`config.mk`:
```
export PLATFORM = sky130hd
export DESIGN_NAME = pgra_front
export DESIGN_NICKNAME = d
export VERILOG_FILES = /design/src/rtl/core/pgra_pkg.sv /design/src/rtl/core/pgra_front.sv
export SDC_FILE = /design/constraint.sdc
export NUM_CORES = 1
export LEC_CHECK = 0
export ABC_AREA = 1
export BUFFER_PORTS_ARGS = -buffer_cell sky130_fd_sc_hd__buf_2
export CORE_ASPECT_RATIO = 0.75
export CORE_MARGIN = 1.5
export CORE_UTILIZATION = 45
export CTS_BUF_LIST = sky130_fd_sc_hd__clkbuf_16
export DETAILED_ROUTE_END_ITERATION = 10
export PLACE_DENSITY = 0.63
export SYNTH_ARGS = -nofsm -noshare
export SYNTH_HDL_FRONTEND = slang
export SYNTH_SLANG_ARGS = --single-unit
```
`constraint.sdc`:
```
create_clock -name clk -period 10.58 [get_ports clk]
set_clock_uncertainty 0.05 [all_clocks]
set_input_delay 1.587 -clock clk [delete_from_list [all_inputs] [get_ports clk]]
set_output_delay 1.587 -clock clk [all_outputs]
set_load 0.02 [all_outputs]
```
`src/rtl/core/pgra_pkg.sv`:
```
// Shared constants, stage types and arithmetic helpers for the polygon area pipeline.
`default_nettype none

package pgra_pkg;

  localparam int COORD_BITS    = 16;
  localparam int COUNT_BITS    = 16;
  localparam int FIELD_BITS    = 16;
  localparam int TOTAL_BITS    = 16;
  localparam int DIFF_BITS     = COORD_BITS + 1;
  localparam int CROSS_BITS    = 2 * COORD_BITS;
  localparam int TERM_BITS     = CROSS_BITS + 1;
  localparam int DPROD_BITS    = 2 * DIFF_BITS;
  localparam int DOT_BITS      = DPROD_BITS + 1;
  localparam int AREA_BITS     = 50;
  localparam int OUT_AREA_BITS = 48;
  localparam int S_DATA_BITS   = 2 * FIELD_BITS;
  localparam int M_RAW_BITS    = OUT_AREA_BITS + 1 + TOTAL_BITS;
  localparam int M_DATA_BITS   = ((M_RAW_BITS + 7) / 8) * 8;
  localparam int PAD_BITS      = M_DATA_BITS - M_RAW_BITS;

  localparam logic [COUNT_BITS-1:0] COUNT_MAX    = '1;
  localparam logic [COUNT_BITS-1:0] COUNT_ONE    = COUNT_BITS'(1);
  localparam logic [COUNT_BITS-1:0] MIN_VERTICES = COUNT_BITS'(3);

  typedef logic signed [COORD_BITS-1:0] coord_t;
  typedef logic signed [DIFF_BITS-1:0]  diff_t;
  typedef logic signed [CROSS_BITS-1:0] cross_t;
  typedef logic signed [TERM_BITS-1:0]  term_t;
  typedef logic signed [DPROD_BITS-1:0] dprod_t;
  typedef logic signed [DOT_BITS-1:0]   dot_t;
  typedef logic signed [AREA_BITS-1:0]  area_t;
  typedef logic [COUNT_BITS-1:0]        count_t;

  localparam area_t AREA_MAX = {1'b0, {(AREA_BITS-1){1'b1}}};
  localparam area_t AREA_MIN = {1'b1, {(AREA_BITS-1){1'b0}}};

  typedef struct packed {
    coord_t x;
    coord_t y;
  } vertex_t;

  typedef struct packed {
    diff_t x;
    diff_t y;
  } vec_t;

  typedef struct packed {
    logic    last;
    logic    too_few;
    logic    no_prev;
    logic    chk_mid;
    count_t  total;
    vertex_t cur;
    vertex_t prev;
    vertex_t first;
    vec_t    a_mid;
    vec_t    b_mid;
    vec_t    a_last;
    vec_t    b_last;
    vec_t    a_first;
    vec_t    b_first;
  } front_t;

  typedef struct packed {
    logic   last;
    logic   too_few;
    logic   no_prev;
    logic   chk_mid;
    count_t total;
    cross_t c1p;
    cross_t c1n;
    cross_t c2p;
    cross_t c2n;
    dprod_t m_x;
    dprod_t m_y;
    dprod_t l_x;
    dprod_t l_y;
    dprod_t f_x;
    dprod_t f_y;
  } prod_t;

  typedef struct packed {
    logic   last;
    logic   too_few;
    count_t total;
    term_t  t_step;
    term_t  t_wrap;
    logic   right_mid;
    logic   right_end;
  } term_item_t;

  typedef struct packed {
    logic   too_few;
    count_t total;
    logic   right;
    area_t  sum;
    term_t  t_wrap;
  } close_t;

  typedef struct packed {
    logic   too_few;
    count_t total;
    logic   right;
    area_t  sum;
  } final_t;

  function automatic vec_t vec_between(vertex_t to_v, vertex_t from_v);
    vec_t d;
    d.x = DIFF_BITS'(to_v.x) - DIFF_BITS'(from_v.x);
    d.y = DIFF_BITS'(to_v.y) - DIFF_BITS'(from_v.y);
    return d;
  endfunction

  function automatic area_t sat_add(area_t acc, term_t term);
    logic signed [AREA_BITS:0] s;
    s = (AREA_BITS+1)'(acc) + (AREA_BITS+1)'(term);
    if (s[AREA_BITS] != s[AREA_BITS-1]) begin
      return s[AREA_BITS] ? AREA_MIN : AREA_MAX;
    end
    return s[AREA_BITS-1:0];
  endfunction

endpackage

`default_nettype wire

```
`src/rtl/core/pgra_front.sv`:
```
// Input stage: vertex history, vertex count and edge vector registers.
`default_nettype none

module pgra_front (
  input  logic                                 clk,
  input  logic                                 rst,
  input  logic                                 s_tvalid,
  output logic                                 s_tready,
  input  logic [pgra_pkg::S_DATA_BITS-1:0]     s_tdata,
  input  logic                                 s_tlast,
  output logic                                 f_valid,
  input  logic                                 f_ready,
  output pgra_pkg::front_t                     f_data
);
  import pgra_pkg::*;

  vertex_t first;
  vertex_t second;
  vertex_t prev;
  vertex_t prev2;
  count_t  count;
  count_t  count_next;
  vertex_t cur;
  logic    no_prev;
  logic    one_seen;
  logic    take;

  assign s_tready   = !f_valid || f_ready;
  assign take       = s_tvalid && s_tready;
  assign cur.x      = coord_t'(s_tdata[COORD_BITS-1:0]);
  assign cur.y      = coord_t'(s_tdata[FIELD_BITS +: COORD_BITS]);
  assign no_prev    = (count == '0);
  assign one_seen   = (count == COUNT_ONE);
  assign count_next = (count != COUNT_MAX) ? count + COUNT_ONE : count;

  always_ff @(posedge clk) begin
    if (rst) begin
      count   <= '0;
      f_valid <= 1'b0;
    end else begin
      if (take) begin
        count <= s_tlast ? '0 : count_next;
      end
      if (s_tready) begin
        f_valid <= s_tvalid;
      end
    end
  end

  always_ff @(posedge clk) begin
    if (take) begin
      if (no_prev) begin
        first <= cur;
      end
      if (one_seen) begin
        second <= cur;
      end
      prev2 <= prev;
      prev  <= cur;
      f_data.last    <= s_tlast;
      f_data.too_few <= (count_next < MIN_VERTICES);
      f_data.no_prev <= no_prev;
      f_data.chk_mid <= !no_prev && !one_seen;
      f_data.total   <= count_next;
      f_data.cur     <= cur;
      f_data.prev    <= prev;
      f_data.first   <= first;
      f_data.a_mid   <= vec_between(prev2, prev);
      f_data.b_mid   <= vec_between(cur, prev);
      f_data.a_last  <= vec_between(prev, cur);
      f_data.b_last  <= vec_between(first, cur);
      f_data.a_first <= vec_between(cur, first);
      f_data.b_first <= vec_between(second, first);
    end
  end

`ifndef SYNTHESIS
  a_clear_on_last: assert property (@(posedge clk) disable iff (rst)
    (s_tvalid && s_tready && s_tlast) |=> (count == '0))
    else $error("vertex count not cleared after final vertex");

  a_total_nonzero: assert property (@(posedge clk) disable iff (rst)
    f_valid |-> (f_data.total != '0))
    else $error("staged vertex carries a zero count");
`endif

endmodule

`default_nettype wire

```
==> impl_results.md, run 1 <==
* Status: finished, final reports clean
* Setup-failing EPs final at 0
* Layout area overhead at 16.8%
* Final hold slack at 436 ps
* Residual DRC count at 0
* Crit start category: primary input
* Die ar. at between 0.05 and 0.06 mm^2
* Total Neg Setup Slack at 0 ps
* Seq/Total Area, Yosys at 52.3%
* Slew headroom at around a quarter
* 1st-iter DRT viols at about 1800
* Vias in the first global route at about 17000
* CP top delay family: buffers and inverters
* Final Hold Viols at 0
* Setup crit end kind: flip-flop
* Core box area at 0.0490 mm^2
* Hold_sp: first[3]$_DFFE_PP_
* Postcts setup bufs at 0
* Maximum clock path buffer count at 3
* Die X at 261 um
* Largest net degree at the start of global routing at about 110
* Die H at between 150 and 200 um
* Root buf cell: clkbuf_16
* Mapped Area at 0.0225 mm^2
* Worst Tran Pin Value at 1120 ps
* Mapped Nets at 2548
* Worst min-delay path class: flip-flop to flip-flop
* CTS tree: built
* Number of distinct library cells after synthesis at 44
* # IOs at 359
* RSZ-0062 raised after global routing: false
* Initial antenna violation count at 2
* #FFs+latches synth at between 300 and 400
* Initial Util at 45.8%
* Power density cells at 169 mW/mm^2
* Max-slew violations at 0
* Critical path peak fanout at 113
* Avg Cell Area, Syn at between 9 and 10 um^2
* Largest area contributor in the netlist: edfxtp_1
* CTS sink cnt at 397
* Max Cap Violations at 0
* Crit path buffers/inverters at 4
* All-Layer GR Usage at 24.9%
* Grt ovf at 0
* Final WS setup at 6460 ps
* Row cnt at 70
* CP most frequent cell: nand2_1
* CP max stage delay at 850 ps
* Post-route insts no fill at 3351
* Detail Route Antenna Nets at 0
* Critical path launch point: f_ready
* Hold Buf Count CTS at 0
* Slowest CP cell: inv_8
* Htree depth at 2
* WP data required at 10710 ps
* Max IR drop VDD at 0.131 mV
* Post-Synthesis Cells at 2304
* Crit Path Class: primary input to flip-flop
* Worst-path cell chain: buf_2 > inv_1 > nand2_1 > nand2_1 > inv_8 > buf_4
* Nets@finish at 2913
* Via density at 5.21
* Worst-path clk slew at 60 ps
* Number of flops mapped to enable cells by yosys at 380
* First-pass GRT wire length at just under 100000 um
* Share of the synthesized area in the top cell type at 50.8%
* Top post-synthesis cells by area: edfxtp_1, ha_1, nand2_1, inv_1, xor2_1
* Leak at around 12 nW
* 1st-pass router iterations at 5
* RePlAce Congestion at ~0.92
* Clk Latency, worst-skew pair at 580 ps
* Async S/R FF share, synth at 0%
* Critical path arrival at about 4300 ps
* Top cells by count, synth: nand2_1, edfxtp_1, inv_1
* Pre-CTS WS at approximately 5900 ps
* Synth warn at 0
* Reg-to-Reg Start: f_valid$_SDFFE_PP0N_
* DR vias at 17500
* Fmax at 0.243 GHz
* Share of post-route cells with drive strength above 1 at between 10% and 20%
* CTS Buf Count at 42
* Crit path time final at 4120 ps
* DP HPWL at just over 50000 um
* Final wirelength at 64600 um
* CTS resizes at 0
* Most frequent cell after synthesis: nand2_1
* Per-cell routed wire length at 19.3 um
* Fin crit share at 38.9%
* Post-synth top flop: edfxtp_1
* Cell count after placement at 3273
* IO Port Bufs at 358
* Fillers at 4526
[final timing paths]
kind	end	slack (ps)	depth (start not counted)
hold reg to reg	f_data[207]$_DFFE_PP_	440	0
setup reg to reg	f_data[10]$_DFFE_PP_	7270	4
hold / removal	f_data[207]$_DFFE_PP_	440	0
setup / recovery	f_data[10]$_DFFE_PP_	6460	6
[area by class of cell]
type	instances	area, um^2	area share [%]
flip-flops and latches	397	11800	44.8
multi-input cells	1518	9250	35.2
repair buffers	361	1810	6.91
inverters	349	1320	5.03
clock buffers	43	1080	4.10
well taps	648	811	3.09
clock inverters	34	230	0.877
diodes	1	2.50	0.00953
[per-layer routing]
metal,wire (um),vias to the layer above,track usage (%)
li1,-,8371,-
met1,31400,8310,39.0
met2,26700,693,35.4
met3,5120,86,4.31
met4,1350,2,6.32
met5,20,-,0
[power by group]
group	switching, mW	internal (mW)
Sequential	0.0678	1.93
Combinational	0.705	0.300
Clock	0.638	0.791
Total	1.41	3.02
[cells by family (layout without fill, tap and decap cells)]
kind of cell / Yosys count / count (layout) / synth area share (%)
AOI/OAI and AO/OA: 321 / 321 / 7.77
xor gates and xnor gates: 152 / 152 / 5.96
buffers and inverters: 389 / 787 / 6.67
and+or+nand+nor: 838 / 838 / 15.4
other: 0 / 1 / 0
DFF: 397 / 397 / 52.3
adders and majority gates: 207 / 207 / 11.9
[sequential cells by signal (all words and copies together), names as in the netlist]
name and flops:
count 16, f_data 252, f_valid 1, first 32
prev 32, prev2 32, second 32
[placed cells by master (no fill, tap or decap), types with 20 or more instances in the layout]
cell type and count:
edfxtp_1 380, o21ai_0 75, nor3_1 34, ha_1 195, a21oi_1 172, inv_1 353
nand2_1 491, buf_2 358, xor2_1 139, o21bai_1 20, nor2_1 170, clkbuf_16 43
nand3_1 92
[stage by stage]
step | utilization (%) | power (mW) | instance area, um^2
final | 53.5 | 4.43 | 26300
after global routing | 53.5 | 4.62 | 26300
after CTS | 53.5 | 4.46 | 26200
after detailed placement | 50.9 | 3.03 | 24900
after global placement | 50.9 | 3.02 | 24900
after floorplan | - | 2.68 | 22500
[worst reg2reg max path, stage by stage (launching register included)]
cell     delay (ps)
dfxtp_1         300
nand2_1         100
nand2_1         580
inv_8           860
buf_4           950
Note: power is estimated with default switching activity, not from simulation.
==> run 2: changes to the inputs <==
Settings changed: PLACE_DENSITY 0.63 to 0.65.
Clock period 10.58 ns to 3.75 ns, I/O delays scaled along.
==> run 2 against run 1 <==
Effect of this change: clock-buffer cell count grew 2; register-to-register slack lost 6200 ps; cell area is 1.1% higher; hold slack got worse by 310 ps; combinational power increased to 2.9 times the previous value; critical endpoint is now f_data[182]$_DFFE_PP_; critical path type is now flip-flop to flip-flop; utilization up 0.59 points; total power rose to 2.9 times the previous value; die area is the same.
==> impl_results.md, run 2 (synthesized netlist as in run 1, its figures left out) <==
* Initial antenna violation count at 0
* Per-cell routed wire length at 19.9 um
* CTS Buf Count at 43
* FF/Latch Area at 0.0118 mm^2
* Detail Route Antenna Nets at 0
* IO Port Bufs at 358
* Nets@finish at between 2000 and 3000
* CTS tree: built
* Worst-path clk slew at 60 ps
* Layout area overhead at 18.1%
* Slew headroom at 42.9%
* Initial Util at 45.8%
* 1st-pass router iterations at 7
* Share of post-route cells with drive strength above 1 at 17.1%
* Status: finished, final reports clean
* Critical path peak fanout at 5
* Die X at 261 um
* Max-slew violations at 0
* DR vias at 17600
* Max Cap Violations at 0
* Biggest register: f_data
* Fmax at 0.367 GHz
* Setup crit end kind: flip-flop
* Leak at 12.4 nW
* Die H at between 150 and 200 um
* Setup-failing EPs final at 0
* Final hold slack at 124 ps
* Commonest cells after routing, fill and taps aside: nand2_1, edfxtp_1, buf_2
* Hold Path Stages at 1
* Root buf cell: clkbuf_16
* Postcts setup bufs at 0
* Row cnt at 70
* Number of flip-flops in the largest register at roughly 250
* Crit start category: flip-flop
* Worst Tran Pin Value at 847 ps
* Core box area at 0.0490 mm^2
* Grt ovf at 0
* Largest net degree at the start of global routing at 88
* All-Layer GR Usage at between 20% and 30%
* Max IR drop VDD at 0.333 mV
* # diodes at 0
* Final Hold Viols at 0
* Worst min-delay path class: primary input to flip-flop
* Maximum clock path buffer count at 3
* Final core utilization at a little over half
* Fin crit share at 72.7%
* 1st-iter DRT viols at 1645
* Critical path arrival at 3010 ps
* Die ar. at 0.0513 mm^2
* Final WS setup at 1020 ps
* # IOs at 359
* Multi-input gate area at 0.00927 mm^2
* Via density at between 5 and 6
* CTS sink cnt at 397
* CTS resizes at 0
* First-pass GRT wire length at approximately 100000 um
* Hold Buf Count CTS at 0
* Power density cells at 485 mW/mm^2
* Worst R2R Path Depth at 10
* WP data required at 4040 ps
* Clk Latency, worst-skew pair at 590 ps
* Pre-CTS WS at 1050 ps
* Crit path time final at 2730 ps
* Final wirelength at about 67000 um
* Vias in the first global route at 16600
* Commonest non-fill, non-tap cell in the layout: nand2_1
* Residual DRC count at 0
* Crit Path Class: flip-flop to flip-flop
* RePlAce Congestion at around 0.95
* Fillers at 4480
* DP HPWL at 53700 um
* Htree depth at 2
* RSZ-0062 raised after global routing: false
[run 2: changes by cell type in the layout (fill, tap and decap cells not counted), sizes merged]
cell,change
clkbuf,+2
buf,+9
bufinv,+3
clkinvlp,+1
clkinv,-2
inv,-1
diode,-1
[run 2: metal layers]
metal  wire [um]  track usage (%)  up-vias
met2       27100             35.7      717
met1       32600             40.4     8445
met5           0                0        -
li1            -                -     8404
met4        1330             5.92        0
met3        5900             5.99       80
[run 2: stage by stage]
stage / area [um^2] / power, mW / std cells / TNS, ps
after floorplan: 22500 / 7.56 / 2304 / -731240
after global placement: 25100 / 8.57 / 3282 / 0
after detailed placement: 25100 / 8.58 / 3282 / 0
after CTS: 26500 / 13.0 / 3362 / 0
after global routing: 26500 / 13.4 / 3362 / 0
final: 26500 / 12.9 / 3362 / 0
[run 2: power breakdown]
| part | switching, mW | internal (mW) |
|---|---|---|
| sequential | 0.200 | 5.44 |
| combinational | 2.01 | 0.868 |
| clock | 1.83 | 2.53 |
[run 2: final cells by class]
| cell class | count | area share [%] |
|---|---|---|
| clock inverters | 35 | 1.16 |
| flip-flops and latches | 397 | 44.3 |
| multi-input cells | 1518 | 34.9 |
| inverters | 349 | 5.02 |
| clock buffers | 45 | 4.24 |
| repair buffers | 370 | 7.33 |
| well taps | 648 | 3.05 |
[run 2: path summary, 6_finish.rpt]
| check | from | end | slack (ps) |
|---|---|---|---|
| worst min register to register | first[2]$_DFFE_PP_ | f_data[206]$_DFFE_PP_ | 440 |
| worst min-delay path | s_tlast | f_data[319]$_DFFE_PP_ | 120 |
| worst max register to register | prev[0]$_DFFE_PP_ | f_data[182]$_DFFE_PP_ | 1020 |
| worst max-delay path | prev[0]$_DFFE_PP_ | f_data[182]$_DFFE_PP_ | 1020 |
[run 2: worst max-delay path: stages (launching register included)]
cell and delay, ps:
edfxtp_1 480, ha_1 250, fa_1 410, o21ai_0 420, nand2_1 90, nand2_1 310, nand2_1 90, nand2_1 140
nand2_1 100, nand3_1 70, nand2_1 60
==> run 3: changes to the inputs <==
Clock period 3.75 ns to 2.25 ns, I/O delays scaled along.
==> run 3 against run 2 <==
Effect of this change: global-route usage grew 0.87 points; register-to-register slack lost 990 ps; via count is 5.3% higher; hold slack worse by 87 ps; combinational power increased by 93%; sequential power increased by 67%; clock-buffer cell count is 2 lower; final cell count is 7.7% higher; cell area increased by 9.4%; flip-flop and latch count unchanged; critical path type unchanged.
==> impl_results.md, run 3 (synthesized netlist as in run 1, its figures left out) <==
* Crit Path Class: flip-flop to flip-flop
* Layout area overhead at 29.2%
* Maximum clock path buffer count at 3
* Die H at 197 um
* 1st-pass router iterations at 5
* Max IR drop VDD at 0.565 mV
* Vias in the first global route at 17700
* CTS Buf Count at 43
* DR vias at between 15000 and 20000
* CTS tree: built
* Htree depth at 2
* Commonest non-fill, non-tap cell in the layout: nand2_1
* Slowest CP cell: edfxtp_1
* Critical path peak fanout at 6
* IO Port Bufs at 358
* First-pass GRT wire length at a little over 100000 um
* Residual DRC count at 0
* Nets@finish at roughly 3200
* Setup-failing EPs final at 0
* Commonest cells after routing, fill and taps aside: nand2_1, edfxtp_1, buf_2
* Fmax at 0.451 GHz
* Core box area at ~0.049 mm^2
* Die X at 261 um
* Status: finished, final reports clean
* Worst min-delay path class: primary input to flip-flop
* CP max stage delay at 420 ps
* Largest net degree at the start of global routing at 64
* Setup crit end kind: flip-flop
* Via density at 5.13
* Detail Route Antenna Nets at 0
* Per-cell routed wire length at 19.3 um
* Grt ovf at 0
* All-Layer GR Usage at 26.7%
* Max-slew violations at 0
* Crit start category: flip-flop
* Crit path time final at 2220 ps
* Initial antenna violation count at 2
* Number of flip-flops in the largest register at 252
* Fin crit share at 98.6%
* Final hold slack at 37.7 ps
* Row cnt at 70
* Final wirelength at 69900 um
* Final Hold Viols at 0
* Share of post-route cells with drive strength above 1 at 27.3%
* Biggest register: f_data
* Final core utilization at 59.2%
* RSZ-0062 raised after global routing: true
* Clk Latency, worst-skew pair at 580 ps
* Reg2reg setup slack at 30 ps
* Critical path arrival at 2470 ps
* # IOs at 359
* DP HPWL at 56000 um
* CTS sink cnt at 397
* CP most frequent cell: nand2_1
* Power density cells at between 700 and 800 mW/mm^2
* Max Cap Violations at 0
* Die ar. at 0.0513 mm^2
* Root buf cell: clkbuf_16
* RePlAce Congestion at 0.933
* WP data required at 2500 ps
* Worst-path clk slew at around 60 ps
* 1st-iter DRT viols at 1628
* Worst Tran Pin Value at between 1000 and 1500 ps
* Worst-path cell chain: inv_1 > ha_2 > a21oi_1 > o21ai_0 > nand2_1 > nand2_1 > nand2_1 > nand2_1 > xor2_1
* Initial Util at between 40% and 50%
* Slew headroom at 21.2%
* Leak at roughly 14 nW
## run 3: cell count changes in the layout (fill, tap and decap cells not counted), sizes merged
cell	change
buf	+233
dlygate4sd3	+21
clkinv	-4
clkinvlp	+4
bufinv	+3
clkbuf	+2
diode	+1
inv	-1
## run 3: path summary, 6_finish.rpt
path | from | to | depth (start not counted)
max reg2reg | first[18]$_DFFE_PP_ | f_data[100]$_DFFE_PP_ | 9
min reg2reg | first[5]$_DFFE_PP_ | f_data[209]$_DFFE_PP_ | 0
min | s_tvalid | f_valid$_SDFFE_PP0N_ | 3
max | first[18]$_DFFE_PP_ | f_data[100]$_DFFE_PP_ | 9
## run 3: power by group
group	internal, mW	total, mW	switching, mW
logic	2.00	5.57	3.56
registers	9.07	9.41	0.334
clock network	4.44	7.52	3.09
## run 3: metrics by stage
stage	worst slack (ps)	setup TNS [ps]	power (mW)	cells	area, um^2
after detailed placement	-103	-1250	14.9	3515	26900
after global routing	-28.0	-137	23.4	3621	29000
final	31.6	0	22.5	3621	29000
after CTS	3.72	0	22.5	3616	28600
after floorplan	-3620	-1176890	12.6	2304	22500
after global placement	-75.6	-624	14.8	3515	26900
## run 3: critical path: cells and delay by family (launching register included)
family	cells	cell delay (ps)
AND/OR/NAND/NOR	4	420
AO/OA/AOI/OAI	2	390
buffers and inverters	1	150
adder cells (fa/ha/maj)	1	360
flip-flops	1	420
XOR/XNOR	1	150
## run 3: timing repair
item / in CTS / in global routing
pin swaps: 0 / 9
endpoints found under the hold margin: 31 / 0
setup buffers: 0 / 4
resized for setup: 16 / 132
setup endpoints to repair: 33 / 92
hold buffers: 21 / 0
## run 3: routing by layer
layer,up-vias,global-route usage (%),wire (um)
met1,8935,42.0,34100
met5,-,0,0
li1,8915,-,-
met4,0,5.73,1150
met3,68,4.53,5230
met2,667,38.0,29400
## run 3: area by class of cell
class                   count  area (um^2)
fillers                  4311        20000
flip-flops and latches    397        11800
multi-input cells        1518         9680
repair buffers            628         3990
inverters                 349         1320
clock buffers              43         1080
well taps                 648          811
clock inverters            37          408
diodes                      1         2.50
