$ cat src/rtl/core/pgra_pkg.sv
// Shared constants, stage types and arithmetic helpers for the polygon area pipeline.
`default_nettype none

package pgra_pkg;

  localparam int COORD_BITS    = 16;
  localparam int COUNT_BITS    = 16;
  localparam int FIELD_BITS    = 16;
  localparam int TOTAL_BITS    = 16;
  localparam int DIFF_BITS     = COORD_BITS + 1;
  localparam int CROSS_BITS    = 2 * COORD_BITS;
  localparam int TERM_BITS     = CROSS_BITS + 1;
  localparam int DPROD_BITS    = 2 * DIFF_BITS;
  localparam int DOT_BITS      = DPROD_BITS + 1;
  localparam int AREA_BITS     = 50;
  localparam int OUT_AREA_BITS = 48;
  localparam int S_DATA_BITS   = 2 * FIELD_BITS;
  localparam int M_RAW_BITS    = OUT_AREA_BITS + 1 + TOTAL_BITS;
  localparam int M_DATA_BITS   = ((M_RAW_BITS + 7) / 8) * 8;
  localparam int PAD_BITS      = M_DATA_BITS - M_RAW_BITS;

  localparam logic [COUNT_BITS-1:0] COUNT_MAX    = '1;
  localparam logic [COUNT_BITS-1:0] COUNT_ONE    = COUNT_BITS'(1);
  localparam logic [COUNT_BITS-1:0] MIN_VERTICES = COUNT_BITS'(3);

  typedef logic signed [COORD_BITS-1:0] coord_t;
  typedef logic signed [DIFF_BITS-1:0]  diff_t;
  typedef logic signed [CROSS_BITS-1:0] cross_t;
  typedef logic signed [TERM_BITS-1:0]  term_t;
  typedef logic signed [DPROD_BITS-1:0] dprod_t;
  typedef logic signed [DOT_BITS-1:0]   dot_t;
  typedef logic signed [AREA_BITS-1:0]  area_t;
  typedef logic [COUNT_BITS-1:0]        count_t;

  localparam area_t AREA_MAX = {1'b0, {(AREA_BITS-1){1'b1}}};
  localparam area_t AREA_MIN = {1'b1, {(AREA_BITS-1){1'b0}}};

  typedef struct packed {
    coord_t x;
    coord_t y;
  } vertex_t;

  typedef struct packed {
    diff_t x;
    diff_t y;
  } vec_t;

  typedef struct packed {
    logic    last;
    logic    too_few;
    logic    no_prev;
    logic    chk_mid;
    count_t  total;
    vertex_t cur;
    vertex_t prev;
    vertex_t first;
    vec_t    a_mid;
    vec_t    b_mid;
    vec_t    a_last;
    vec_t    b_last;
    vec_t    a_first;
    vec_t    b_first;
  } front_t;

  typedef struct packed {
    logic   last;
    logic   too_few;
    logic   no_prev;
    logic   chk_mid;
    count_t total;
    cross_t c1p;
    cross_t c1n;
    cross_t c2p;
    cross_t c2n;
    dprod_t m_x;
    dprod_t m_y;
    dprod_t l_x;
    dprod_t l_y;
    dprod_t f_x;
    dprod_t f_y;
  } prod_t;

  typedef struct packed {
    logic   last;
    logic   too_few;
    count_t total;
    term_t  t_step;
    term_t  t_wrap;
    logic   right_mid;
    logic   right_end;
  } term_item_t;

  typedef struct packed {
    logic   too_few;
    count_t total;
    logic   right;
    area_t  sum;
    term_t  t_wrap;
  } close_t;

  typedef struct packed {
    logic   too_few;
    count_t total;
    logic   right;
    area_t  sum;
  } final_t;

  function automatic vec_t vec_between(vertex_t to_v, vertex_t from_v);
    vec_t d;
    d.x = DIFF_BITS'(to_v.x) - DIFF_BITS'(from_v.x);
    d.y = DIFF_BITS'(to_v.y) - DIFF_BITS'(from_v.y);
    return d;
  endfunction

  function automatic area_t sat_add(area_t acc, term_t term);
    logic signed [AREA_BITS:0] s;
    s = (AREA_BITS+1)'(acc) + (AREA_BITS+1)'(term);
    if (s[AREA_BITS] != s[AREA_BITS-1]) begin
      return s[AREA_BITS] ? AREA_MIN : AREA_MAX;
    end
    return s[AREA_BITS-1:0];
  endfunction

endpackage

`default_nettype wire

$ cat src/rtl/core/pgra_accum.sv
// Shoelace accumulator, wrap-around close, magnitude and result register.
`default_nettype none

module pgra_accum (
  input  logic                                 clk,
  input  logic                                 rst,
  input  logic                                 t_valid,
  output logic                                 t_ready,
  input  pgra_pkg::term_item_t                 t_data,
  output logic                                 m_tvalid,
  input  logic                                 m_tready,
  output logic [pgra_pkg::M_DATA_BITS-1:0]     m_tdata,
  output logic                                 m_tuser
);
  import pgra_pkg::*;

  area_t  sum;
  logic   right_seen;
  area_t  sum_step;
  logic   right_step;
  close_t c_reg;
  logic   c_valid;
  final_t fin;
  logic   fin_valid;
  logic   fin_load;
  logic   out_load;
  logic signed [AREA_BITS:0] wide;
  logic [AREA_BITS:0]        mag;
  logic [OUT_AREA_BITS-1:0]  area_out;

  assign out_load   = !m_tvalid || m_tready;
  assign fin_load   = !fin_valid || out_load;
  assign t_ready    = !c_valid || fin_load;
  assign sum_step   = sat_add(sum, t_data.t_step);
  assign right_step = right_seen || t_data.right_mid;

  assign wide     = (AREA_BITS+1)'(fin.sum);
  assign mag      = wide[AREA_BITS] ? $unsigned(-wide) : $unsigned(wide);
  assign area_out = (|mag[AREA_BITS:OUT_AREA_BITS]) ? '1 : mag[OUT_AREA_BITS-1:0];

  always_ff @(posedge clk) begin
    if (rst) begin
      sum        <= '0;
      right_seen <= 1'b0;
      c_valid    <= 1'b0;
      fin_valid  <= 1'b0;
      m_tvalid   <= 1'b0;
    end else begin
      if (t_valid && t_ready) begin
        sum        <= t_data.last ? '0 : sum_step;
        right_seen <= t_data.last ? 1'b0 : right_step;
      end
      if (t_ready) begin
        c_valid <= t_valid && t_data.last;
      end
      if (fin_load) begin
        fin_valid <= c_valid;
      end
      if (out_load) begin
        m_tvalid <= fin_valid;
      end
    end
  end

  always_ff @(posedge clk) begin
    if (t_valid && t_ready && t_data.last) begin
      c_reg.too_few <= t_data.too_few;
      c_reg.total   <= t_data.total;
      c_reg.right   <= right_step || t_data.right_end;
      c_reg.sum     <= sum_step;
      c_reg.t_wrap  <= t_data.t_wrap;
    end
    if (c_valid && fin_load) begin
      fin.too_few <= c_reg.too_few;
      fin.total   <= c_reg.total;
      fin.right   <= c_reg.right;
      fin.sum     <= sat_add(c_reg.sum, c_reg.t_wrap);
    end
    if (fin_valid && out_load) begin
      m_tdata <= {{PAD_BITS{1'b0}},
                  TOTAL_BITS'(fin.total),
                  fin.right && !fin.too_few,
                  fin.too_few ? {OUT_AREA_BITS{1'b0}} : area_out};
      m_tuser <= fin.too_few;
    end
  end

`ifndef SYNTHESIS
  a_sum_cleared: assert property (@(posedge clk) disable iff (rst)
    (t_valid && t_ready && t_data.last) |=> (sum == '0 && !right_seen))
    else $error("accumulator not cleared after final vertex");

  a_short_result: assert property (@(posedge clk) disable iff (rst)
    (m_tvalid && m_tuser) |->
      (m_tdata[OUT_AREA_BITS-1:0] == '0 && !m_tdata[OUT_AREA_BITS]))
    else $error("short polygon result carries area or right angle");
`endif

endmodule

`default_nettype wire

$ cat config.mk
export PLATFORM = sky130hd
export DESIGN_NAME = pgra_accum
export DESIGN_NICKNAME = d
export VERILOG_FILES = /design/src/rtl/core/pgra_pkg.sv /design/src/rtl/core/pgra_accum.sv
export SDC_FILE = /design/constraint.sdc
export NUM_CORES = 1
export LEC_CHECK = 0
export ABC_AREA = 1
export BUFFER_PORTS_ARGS = -buffer_cell sky130_fd_sc_hd__buf_2
export CORE_MARGIN = 2
export CORE_UTILIZATION = 45
export CTS_BUF_LIST = sky130_fd_sc_hd__clkbuf_8 sky130_fd_sc_hd__clkbuf_16
export DETAILED_ROUTE_END_ITERATION = 6
export GPL_TIMING_DRIVEN = 0
export PLACE_DENSITY_LB_ADDON = 0.05
export SYNTH_ARGS = -nofsm -noshare
export SYNTH_HDL_FRONTEND = slang
export SYNTH_SLANG_ARGS = --single-unit
$ cat constraint.sdc
create_clock -name clk -period 10.5 [get_ports clk]
set_clock_uncertainty 0.15 [all_clocks]
set_input_delay 1.05 -clock clk [delete_from_list [all_inputs] [get_ports clk]]
set_output_delay 1.05 -clock clk [all_outputs]
set_load 0.03 [all_outputs]
==> flow_summary_export.csv, run 1 <==
group,metric,value,unit
layout,diodes,0,
synthesis,synth_seq_cells,289,
clock_tree,clk_latency,0.54,ns
hold_path,min_from,"c_reg[100]",
synthesis,ys_seq_area_frac,0.4263,
clock_tree,htree_levels,2,
synthesis,yosys-top-cells-area,"edfxtp_1 (37%), nand2_1 (14%), ha_1 (6.6%)",
timing,rsz0062_at_grt,"no",
placed_design,port_buffers,156,
layout,drive_gt1_frac,0.1236,
timing,slew_violations,0,
power_and_ir_drop,power.density,159.0,nW/um^2
hold_path,holdPathEnd,"fin[67]",
power_and_ir_drop,p_leak,0.009640,uW
floorplan,row_count,75,
clock_tree,postCtsSetupRepairBufs,0,
power_and_ir_drop,peakVddDrop,127.9,uV
floorplan,io-pin-count,165,
synthesis,synth.largest_area_cell,"edfxtp_1",
layout,fillers,4138,
timing,min_period,3.710,ns
synthesis,syn_area,19090,sq um
synthesis,synth-async-reset-ratio,0,
layout,largest_reg_flops,101,
synthesis,yosys_most_used_dff,"edfxtp_1",
drt,routed_wl,57090,um
global_route,overflow,0,
timing,finalSetupViolations,0,
drt,vias,16411,
clock_tree,cts_buffers,34,
timing,fmax,0.2695,GHz
floorplan,die_x,210.0,um
floorplan,start_util,0.4551,
floorplan,die_h,210.0,um
timing,worst_pin_slew,1.122,ns
synthesis,synth_cells,2434,
critical_path,rr_startpoint,"c_reg[32]",
global_route,globalRouteTotalUtil,0.2594,
status,outcome,"finished clean",
layout,stdcell_area,21750,sq um
critical_path,cp.required,10.82,ns
critical_path,rr_worst_depth,15,
placed_design,gp_congestion,0.9767,
power_and_ir_drop,total_power,3459,uW
layout,final_nets,2829,
hold_path,hold_path_depth,0,
drt,drt-vias-per-instance,5.128,
critical_path,crit_type,"input port to flop",
clock_tree,clock_sinks,289,
drt,drc,0,
synthesis,synth-warning-count,0,
synthesis,syn_avg_cell_area,7.842,sq um
critical_path,arrival,4.03,ns
hold_path,hp-class,"flop to flop",
clock_tree,cts_buffer_depth,3,
drt,firstDrtPassIters,7,
placed_design,dpl.hpwl,47710,um
drt,drt-wirelength-per-cell,17.84,um
clock_tree,root_buffer,"clkbuf_16",
synthesis,synth_top_area_frac,0.3697,
floorplan,dieArea,44080,sq um
critical_path,setup.worst_path.start_class,"input port",
drt,ant_nets,0,
layout,syn_to_final_growth,13.95,%
timing,maxSlewHeadroom,0.2440,
timing,post-route-period-util,0.3533,
global_route,antenna_found_initial,0,
timing,hold_ws,0.2651,ns
global_route,grt_pass1_vias,16220,
clock_tree,clk_pin_slew_worst_paths,0.06,ns
synthesis,synth_cell_types,50,
global_route,grt_pass1_wl,87430,um
clock_tree,cts_tree,"yes",
clock_tree,cts-resized-gates,0,
critical_path,rr_endpoint,"fin[26]",
drt,drtIter0Drc,996,
placed_design,place_area,20670,sq um
timing,hold_violations,0,
global_route,grt_max_degree,70,
floorplan,core_area,41950,sq um
critical_path,crit_path_max_fanout,18,
flow_run,cap_viol_max_count,0,
synthesis,synth-edff-count,235,
timing,tns,0,ns
critical_path,endpoint_kind,"flop",
critical_path,reg2reg_slack,6.88,ns
clock_tree,postCtsHoldBufs,0,
==> cells in the mapped netlist, types with 2 or more instances <==
cell	instances
nand2_2	4
dfxtp_1	54
a21o_1	7
fa_1	2
buf_4	14
nand3b_1	7
or2_2	3
xor2_1	77
nand3_2	5
a21oi_2	16
a21boi_0	3
inv_2	11
nor3_1	31
nor4_1	8
nor2_1	279
nor2_2	11
xnor2_1	44
o21ai_1	11
o21ai_2	10
nand2_1	714
a21oi_1	159
o21ai_0	116
o2111ai_1	2
nand3_1	76
and3_1	4
inv_1	272
a31oi_1	16
ha_1	101
nor4_2	2
nand4_1	34
edfxtp_1	235
o21bai_1	29
buf_2	12
o21a_1	6
buf_6	5
clkbuf_1	23
nor2_4	6
nand2_4	13
==> cell usage in the layout, fill, tap and decap left out, drive strengths merged <==
cell / instances
o2111ai: 2
fa: 2
o21a: 6
a21o: 7
edfxtp: 235
nand4: 34
o21ai: 137
nand2: 731
clkinvlp: 3
nor2: 296
o211ai: 2
and3: 4
o31ai: 1
o221a: 1
or2: 3
clkinv: 8
o21bai: 29
conb: 7
dfxtp: 54
xnor2: 44
a21boi: 3
and2: 1
inv: 295
a31oi: 16
nand3b: 7
xor2: 77
bufinv: 1
a21oi: 175
nor4: 10
o22ai: 1
buf: 193
clkbuf: 62
ha: 101
nor3: 32
nand3: 81
==> cells by family (layout without fill, tap and decap cells) <==
logic type / Yosys count / after routing / share of synthesized area
and+or+nand+nor: 1199 / 1199 / 0.2630
buffers and inverters: 341 / 562 / 0.07348
other: 1 / 7 / 0.0001965
DFF: 289 / 289 / 0.4263
adders and majority gates: 103 / 103 / 0.06830
xor gates and xnor gates: 121 / 121 / 0.05552
AOI/OAI and AO/OA: 380 / 380 / 0.1131
==> stage by stage <==
step | util | cells | setup WS, ns
floorplan | - | 2440 | 5.561
global placement | 0.4903 | 3135 | 4.185
detailed placement | 0.4927 | 3139 | 6.232
CTS | 0.5185 | 3200 | 6.815
global route | 0.5185 | 3200 | 6.568
finish | 0.5185 | 3200 | 6.790
==> critical path, cell delays in order <==
cell,delay (ns)
buf_2,0.24
ha_1,0.52
nand2_1,0.14
inv_2,0.08
nand3_1,0.20
nor2_4,0.21
nand2_1,0.09
nor2_1,0.10
nand2_1,0.10
nand3_2,0.10
nand2_2,0.07
nand2_4,0.10
nor2_4,0.08
o21ai_0,0.64
nand2_1,0.15
a21oi_1,0.16
==> worst max path at each step <==
stage               start     endpoint  slack (ns)
2_1_floorplan    m_tready   m_tdata[0]        5.56
3_3_place_gp     m_tready  m_tdata[53]        4.19
3_5_place_dp   t_data[67]      sum[36]        6.23
4_1_cts        t_data[67]      sum[36]        6.81
5_1_grt         c_reg[32]      fin[24]        6.57
6_report       t_data[67]      sum[36]        6.79
==> where the power goes <==
part / total (uW) / internal [uW] / switching, uW
combinational: 939 / 305 / 634
clock: 1130 / 668 / 460
sequential: 1390 / 1350 / 40.9
total: 3460 / 2320 / 1130
==> routing by layer <==
layer / vias up / global-route usage / routed length [um]
met3: 121 / 0.02741 / 2062
li1: 8426 / - / -
met4: 0 / 0.1118 / 2479
met2: 388 / 0.4822 / 29160
met1: 7476 / 0.3026 / 23390
met5: - / 0 / 0
==> layout make-up <==
| class | instances | area (sq um) | share of cell area |
|---|---|---|---|
| Multi-Input combinational cell | 1810 | 9582 | 0.4405 |
| Sequential cell | 289 | 8138 | 0.3741 |
| Inverter | 284 | 1069 | 0.04913 |
| Clock buffer | 38 | 939.7 | 0.04320 |
| Timing Repair Buffer | 160 | 868.3 | 0.03992 |
| Tap cell | 539 | 674.4 | 0.03101 |
| Buffer | 57 | 336.6 | 0.01547 |
| Clock inverter | 23 | 143.9 | 0.006615 |
Power figures use the tool's default switching activity.
==> run 2: changes to the inputs <==
==> constraint.sdc (replaced) <==
create_clock -name clk -period 3.6 [get_ports clk]
set_clock_uncertainty 0.15 [all_clocks]
set_input_delay 0.36 -clock clk [delete_from_list [all_inputs] [get_ports clk]]
set_output_delay 0.36 -clock clk [all_outputs]
set_load 0.03 [all_outputs]
==> run 2 against run 1 <==
Total power increased to 3.0 times the previous value. Largest power group unchanged. Sequential power rose to 2.9 times the previous value. Die area unchanged.
==> flow_summary_export.csv, run 2 (synthesis results as in run 1) <==
group,metric,value,unit
critical_path,cpMostUsedCell,"nand2_1",
clock_tree,clk_latency,0.54,ns
critical_path,crit_type,"flop to flop",
power_and_ir_drop,p_int,7100,uW
layout,final_nets,2884,
global_route,overflow,0,
timing,tns,0,ns
drt,drtIter0Drc,983,
drt,vias,16642,
timing,finalSetupViolations,0,
critical_path,cpMaxStageDelayCell,"edfxtp_1",
timing,rsz0062_at_grt,"no",
floorplan,row_count,75,
power_and_ir_drop,total_power,10420,uW
timing,min_period,3.327,ns
global_route,grt_pass1_vias,16631,
placed_design,gp_congestion,0.9777,
power_and_ir_drop,power_switching_share,0.3185,
flow_run,cap_viol_max_count,0,
layout,fillers,4068,
power_and_ir_drop,p_seq_frac,0.389,
timing,fmax,0.3006,GHz
clock_tree,clock_sinks,289,
critical_path,path_cells,"buf_12 -> ha_1 -> a21o_1 -> a21oi_1 -> o21ai_0 -> a21oi_1 -> nor2_1 -> nor2_1 -> nand2_1 -> nand2_1 -> nand2_1 -> nor2_4 -> inv_2 -> buf_4 -> nand2_1 -> nand2_1",
timing,maxSlewHeadroom,0.3067,
floorplan,dieArea,44080,sq um
global_route,antenna_found_initial,0,
critical_path,endpoint_kind,"flop",
power_and_ir_drop,power.density,464.9,nW/um^2
critical_path,arrival,3.46,ns
timing,post-route-period-util,0.9242,
floorplan,core_area,41950,sq um
clock_tree,clk_pin_slew_worst_paths,0.06,ns
floorplan,start_util,0.4551,
drt,firstDrtPassIters,5,
floorplan,die_x,210.0,um
global_route,globalRouteTotalUtil,0.2642,
drt,ant_nets,0,
floorplan,die_h,210.0,um
clock_tree,cts_buffers,34,
drt,drc,0,
placed_design,port_buffers,156,
timing,slew_violations,0,
critical_path,cpPeakStageDelay,0.41,ns
timing,hold_ws,0.03039,ns
status,outcome,"finished clean",
critical_path,setup.worst_path.start_class,"flop",
clock_tree,cts_buffer_depth,3,
layout,layout_common_cells,"nand2_1 (713), inv_1 (282), nor2_1 (279), edfxtp_1 (235), buf_2 (168)",
placed_design,dpl.hpwl,48100,um
drt,drt-wirelength-per-cell,17.76,um
global_route,grt_max_degree,46,
critical_path,worst-path-buf-inv,3,
layout,diodes,0,
global_route,grt_pass1_wl,89270,um
critical_path,critPathTopFamily,"compound AO/OA/AOI/OAI gates",
power_and_ir_drop,clock_power_share,0.343,
layout,syn_to_final_growth,17.38,%
critical_path,crit_path_max_fanout,15,
clock_tree,htree_levels,2,
drt,drt-vias-per-instance,5.111,
critical_path,cp.required,3.74,ns
clock_tree,cts_tree,"yes",
power_and_ir_drop,p_leak,0.009931,uW
layout,largest_reg_flops,101,
power_and_ir_drop,p_switching,3318,uW
layout,final_common_cell,"nand2_1",
layout,drive_gt1_frac,0.1222,
timing,hold_violations,0,
power_and_ir_drop,peakVddDrop,316.2,uV
hold_path,hp-class,"input port to flop",
timing,worst_pin_slew,1.029,ns
clock_tree,root_buffer,"clkbuf_16",
drt,routed_wl,57810,um
power_and_ir_drop,combPwrFrac,0.268,
floorplan,io-pin-count,165,
## run 2: worst paths after layout
kind | from | to | slack, ns | cells past startpoint
min reg2reg | fin[52] | m_tdata[50] | 0.27 | 0
max reg2reg | c_reg[32] | fin[36] | 0.27 | 16
max | c_reg[32] | fin[36] | 0.27 | 16
min | t_data[1] | c_reg[83] | 0.03 | 3
## run 2: power by group through the flow
stage	clock, uW	combinational (uW)	sequential, uW
6_report	3570	2790	4060
5_1_grt	3780	3110	4070
4_1_cts	3670	2790	4060
3_5_place_dp	0	2720	4130
3_3_place_gp	0	2700	4130
2_1_floorplan	0	1880	4110
## run 2: worst register-to-register path, delay by kind of cell (launching register included)
family | cells | cell delay, ns
flip-flops | 1 | 0.41
buffers and inverters | 3 | 0.49
AND/OR/NAND/NOR | 8 | 0.71
adder cells (fa/ha/maj) | 1 | 0.35
AO/OA/AOI/OAI | 4 | 0.95
## run 2: area by class of cell
type	instances	area [sq um]	area share
tap	539	674.4	0.03010
multi-input combinational	1810	9584	0.4277
clock inverter	24	234.0	0.01044
clock buffer	38	939.7	0.04194
sequential	289	8138	0.3632
buffer	57	337.8	0.01508
timing repair buffer	215	1429	0.06377
inverter	284	1070	0.04774
## run 2: through the flow
step / std cells / setup slack, ns / instance area, sq um / utilization
floorplan: 2440 / 0.1840 / 19120 / -
global placement: 3135 / -0.7911 / 20570 / 0.4905
detailed placement: 3140 / -0.08896 / 20680 / 0.4930
CTS: 3256 / 0.1520 / 22400 / 0.5341
global route: 3256 / 0.01872 / 22410 / 0.5342
finish: 3256 / 0.2730 / 22410 / 0.5342
## run 2: metal layers
metal	global-route usage	vias to the layer above	wire length, um
li1	-	8527	-
met4	0.1316	0	3087
met5	0	-	0
met1	0.3040	7533	23050
met2	0.4889	446	29310
met3	0.02637	136	2366
## run 2: timing repair
item,CTS,global route
endpoints found under the setup margin,41,40
gates resized for setup,0,5
endpoints found under the hold margin,52,0
pin swaps,0,0
hold buffers,52,0
buffers inserted,2,0
==> run 3: changes to the inputs <==
==> constraint.sdc (replaced) <==
create_clock -name clk -period 3.8 [get_ports clk]
set_clock_uncertainty 0.15 [all_clocks]
set_input_delay 0.38 -clock clk [delete_from_list [all_inputs] [get_ports clk]]
set_output_delay 0.38 -clock clk [all_outputs]
set_load 0.03 [all_outputs]
==> run 3 against run 2 <==
Hold slack lost 0.0015 ns. Combinational power shrank 5%. Final area shrank 0.28%. Sequential cell count is the same. Cell count shrank 0.12%. Setup slack gained 0.12 ns. Sequential share of layout area grew 0.10 points. Clock power shrank 8.1%. Sequential power shrank 5.4%. First-iteration DRC count shrank 7.4%. Register-to-register slack gained 0.12 ns. Maximum frequency shrank 2.3%. Largest cell class unchanged. Largest power group unchanged.
==> flow_summary_export.csv, run 3 (synthesis results as in run 1) <==
group,metric,value,unit
status,outcome,"finished clean",
layout,drive_gt1_frac,0.1216,
global_route,antenna_found_initial,0,
power_and_ir_drop,combPwrFrac,0.271,
critical_path,cp.required,4.12,ns
power_and_ir_drop,power_switching_share,0.3241,
timing,worst_slack,0.3935,ns
floorplan,core_area,41950,sq um
power_and_ir_drop,power.density,436.9,nW/um^2
timing,worst_pin_slew,1.151,ns
critical_path,crit_type,"flop to flop",
global_route,grt_max_degree,74,
floorplan,io-pin-count,165,
placed_design,gp_congestion,0.9615,
timing,rsz0062_at_grt,"no",
critical_path,setup.worst_path.start_class,"flop",
layout,syn_to_final_growth,17.05,%
power_and_ir_drop,clock_power_share,0.336,
clock_tree,cts_buffers,34,
critical_path,cpPeakStageDelay,0.92,ns
drt,routed_wl,57970,um
timing,finalSetupViolations,0,
clock_tree,htree_levels,2,
floorplan,start_util,0.4551,
placed_design,place_ws,0.1727,ns
floorplan,row_count,75,
layout,layout_common_cells,"nand2_1 (714), inv_1 (280), nor2_1 (279), edfxtp_1 (235), buf_2 (168)",
layout,diodes,0,
timing,maxSlewHeadroom,0.2243,
placed_design,port_buffers,156,
drt,firstDrtPassIters,5,
floorplan,dieArea,44080,sq um
clock_tree,cts_tree,"yes",
floorplan,die_h,210.0,um
layout,fillers,4091,
drt,drtIter0Drc,910,
timing,min_period,3.406,ns
power_and_ir_drop,total_power,9762,uW
power_and_ir_drop,p_seq_frac,0.394,
layout,final_common_cell,"nand2_1",
timing,slew_violations,0,
drt,drt-vias-per-instance,5.127,
drt,vias,16672,
placed_design,dpl.hpwl,47840,um
layout,final_util,0.5326,
clock_tree,root_buffer,"clkbuf_16",
layout,multi_input_area,9582,sq um
clock_tree,clk_latency,0.54,ns
timing,fmax,0.2936,GHz
global_route,grt_pass1_wl,88740,um
critical_path,cpMostUsedCell,"nand2_1",
floorplan,die_x,210.0,um
critical_path,crit_path_max_fanout,6,
drt,drc,0,
critical_path,cpMaxStageDelayCell,"o21ai_0",
global_route,grt_pass1_vias,16446,
power_and_ir_drop,p_switching,3163,uW
clock_tree,cts-resized-gates,0,
timing,hold_violations,0,
drt,ant_nets,0,
drt,drt-wirelength-per-cell,17.83,um
critical_path,endpoint_kind,"flop",
timing,post-route-period-util,0.8964,
layout,seqCellArea,8138,sq um
hold_path,hp-class,"input port to flop",
global_route,overflow,0,
layout,final_nets,2882,
global_route,globalRouteTotalUtil,0.2628,
clock_tree,clk_pin_slew_worst_paths,0.06,ns
critical_path,path_cells,"ha_1 -> nand2_1 -> nand3_1 -> a21oi_1 -> o21ai_0 -> nand2_1 -> nand2_1 -> nand2_1 -> nand2_1 -> nand2_1 -> nand2_1 -> nand2_1 -> nand2_4 -> nand2_1 -> a21oi_2",
clock_tree,cts_buffer_depth,3,
layout,largest_reg_flops,101,
flow_run,cap_viol_max_count,0,
clock_tree,clock_sinks,289,
power_and_ir_drop,p_int,6598,uW
power_and_ir_drop,peakVddDrop,326.7,uV
critical_path,arrival,3.73,ns
power_and_ir_drop,p_leak,0.009891,uW
## run 3: changes by cell type in the layout (fill, tap and decap cells not counted), sizes merged
| cell | before | now |
|---|---|---|
| buf | 196 | 194 |
| bufinv | 5 | 3 |
| clkinv | 6 | 5 |
| clkinvlp | 1 | 2 |
## run 3: critical path: cells and delay by family, from the launching register on
| family | cells | cell delay (ns) |
|---|---|---|
| compound gates | 3 | 1.21 |
| fa+ha+maj | 1 | 0.39 |
| simple gates | 11 | 1.27 |
| flops | 1 | 0.32 |
## run 3: timing repair
| action | in CTS | in global routing |
|---|---|---|
| endpoints found under the setup margin | 0 | 41 |
| setup buffers | 0 | 1 |
| hold endpoints to repair | 52 | 0 |
| hold buffers | 52 | 0 |
## run 3: area by class of cell
| cell class | count | share of cell area |
|---|---|---|
| multi-input cells | 1810 | 0.4289 |
| flip-flops and latches | 289 | 0.3642 |
| repair buffers | 213 | 0.06306 |
| inverters | 284 | 0.04782 |
| clock buffers | 38 | 0.04206 |
| well taps | 539 | 0.03018 |
| plain buffers | 57 | 0.01506 |
| clock inverters | 22 | 0.008736 |
## run 3: power groups by stage
| stage | Combinational, uW | Sequential (uW) | Clock [uW] |
|---|---|---|---|
| 2_1_floorplan | 1780 | 3900 | 0 |
| 3_3_place_gp | 2550 | 3920 | 0 |
| 3_5_place_dp | 2570 | 3910 | 0 |
| 4_1_cts | 2620 | 3850 | 3350 |
| 5_1_grt | 2940 | 3860 | 3470 |
| 6_report | 2640 | 3840 | 3280 |
## run 3: per-layer routing
metal  share of wire  GRT usage
met5               0          0
met4           0.052     0.1311
met3           0.035    0.02846
met2            0.50     0.4832
met1            0.41     0.3035
## run 3: per-stage QoR
stage / instance area, sq um / std cells / TNS, ns / hold slack, ns
2_1_floorplan: 19110 / 2440 / 0 / 0.2503
3_3_place_gp: 20570 / 3135 / -99.52 / 0.2508
3_5_place_dp: 20670 / 3139 / 0 / 0.2545
4_1_cts: 22320 / 3251 / 0 / 0.005040
5_1_grt: 22340 / 3252 / 0 / 0.04699
6_report: 22340 / 3252 / 0 / 0.02887
## run 3: final timing paths
check	start	end	slack, ns	cells past startpoint
max	sum[2]	sum[37]	0.39	15
min	t_data[1]	c_reg[83]	0.03	3
max reg2reg	sum[2]	sum[37]	0.39	15
min reg2reg	fin[66]	m_tdata[64]	0.26	0
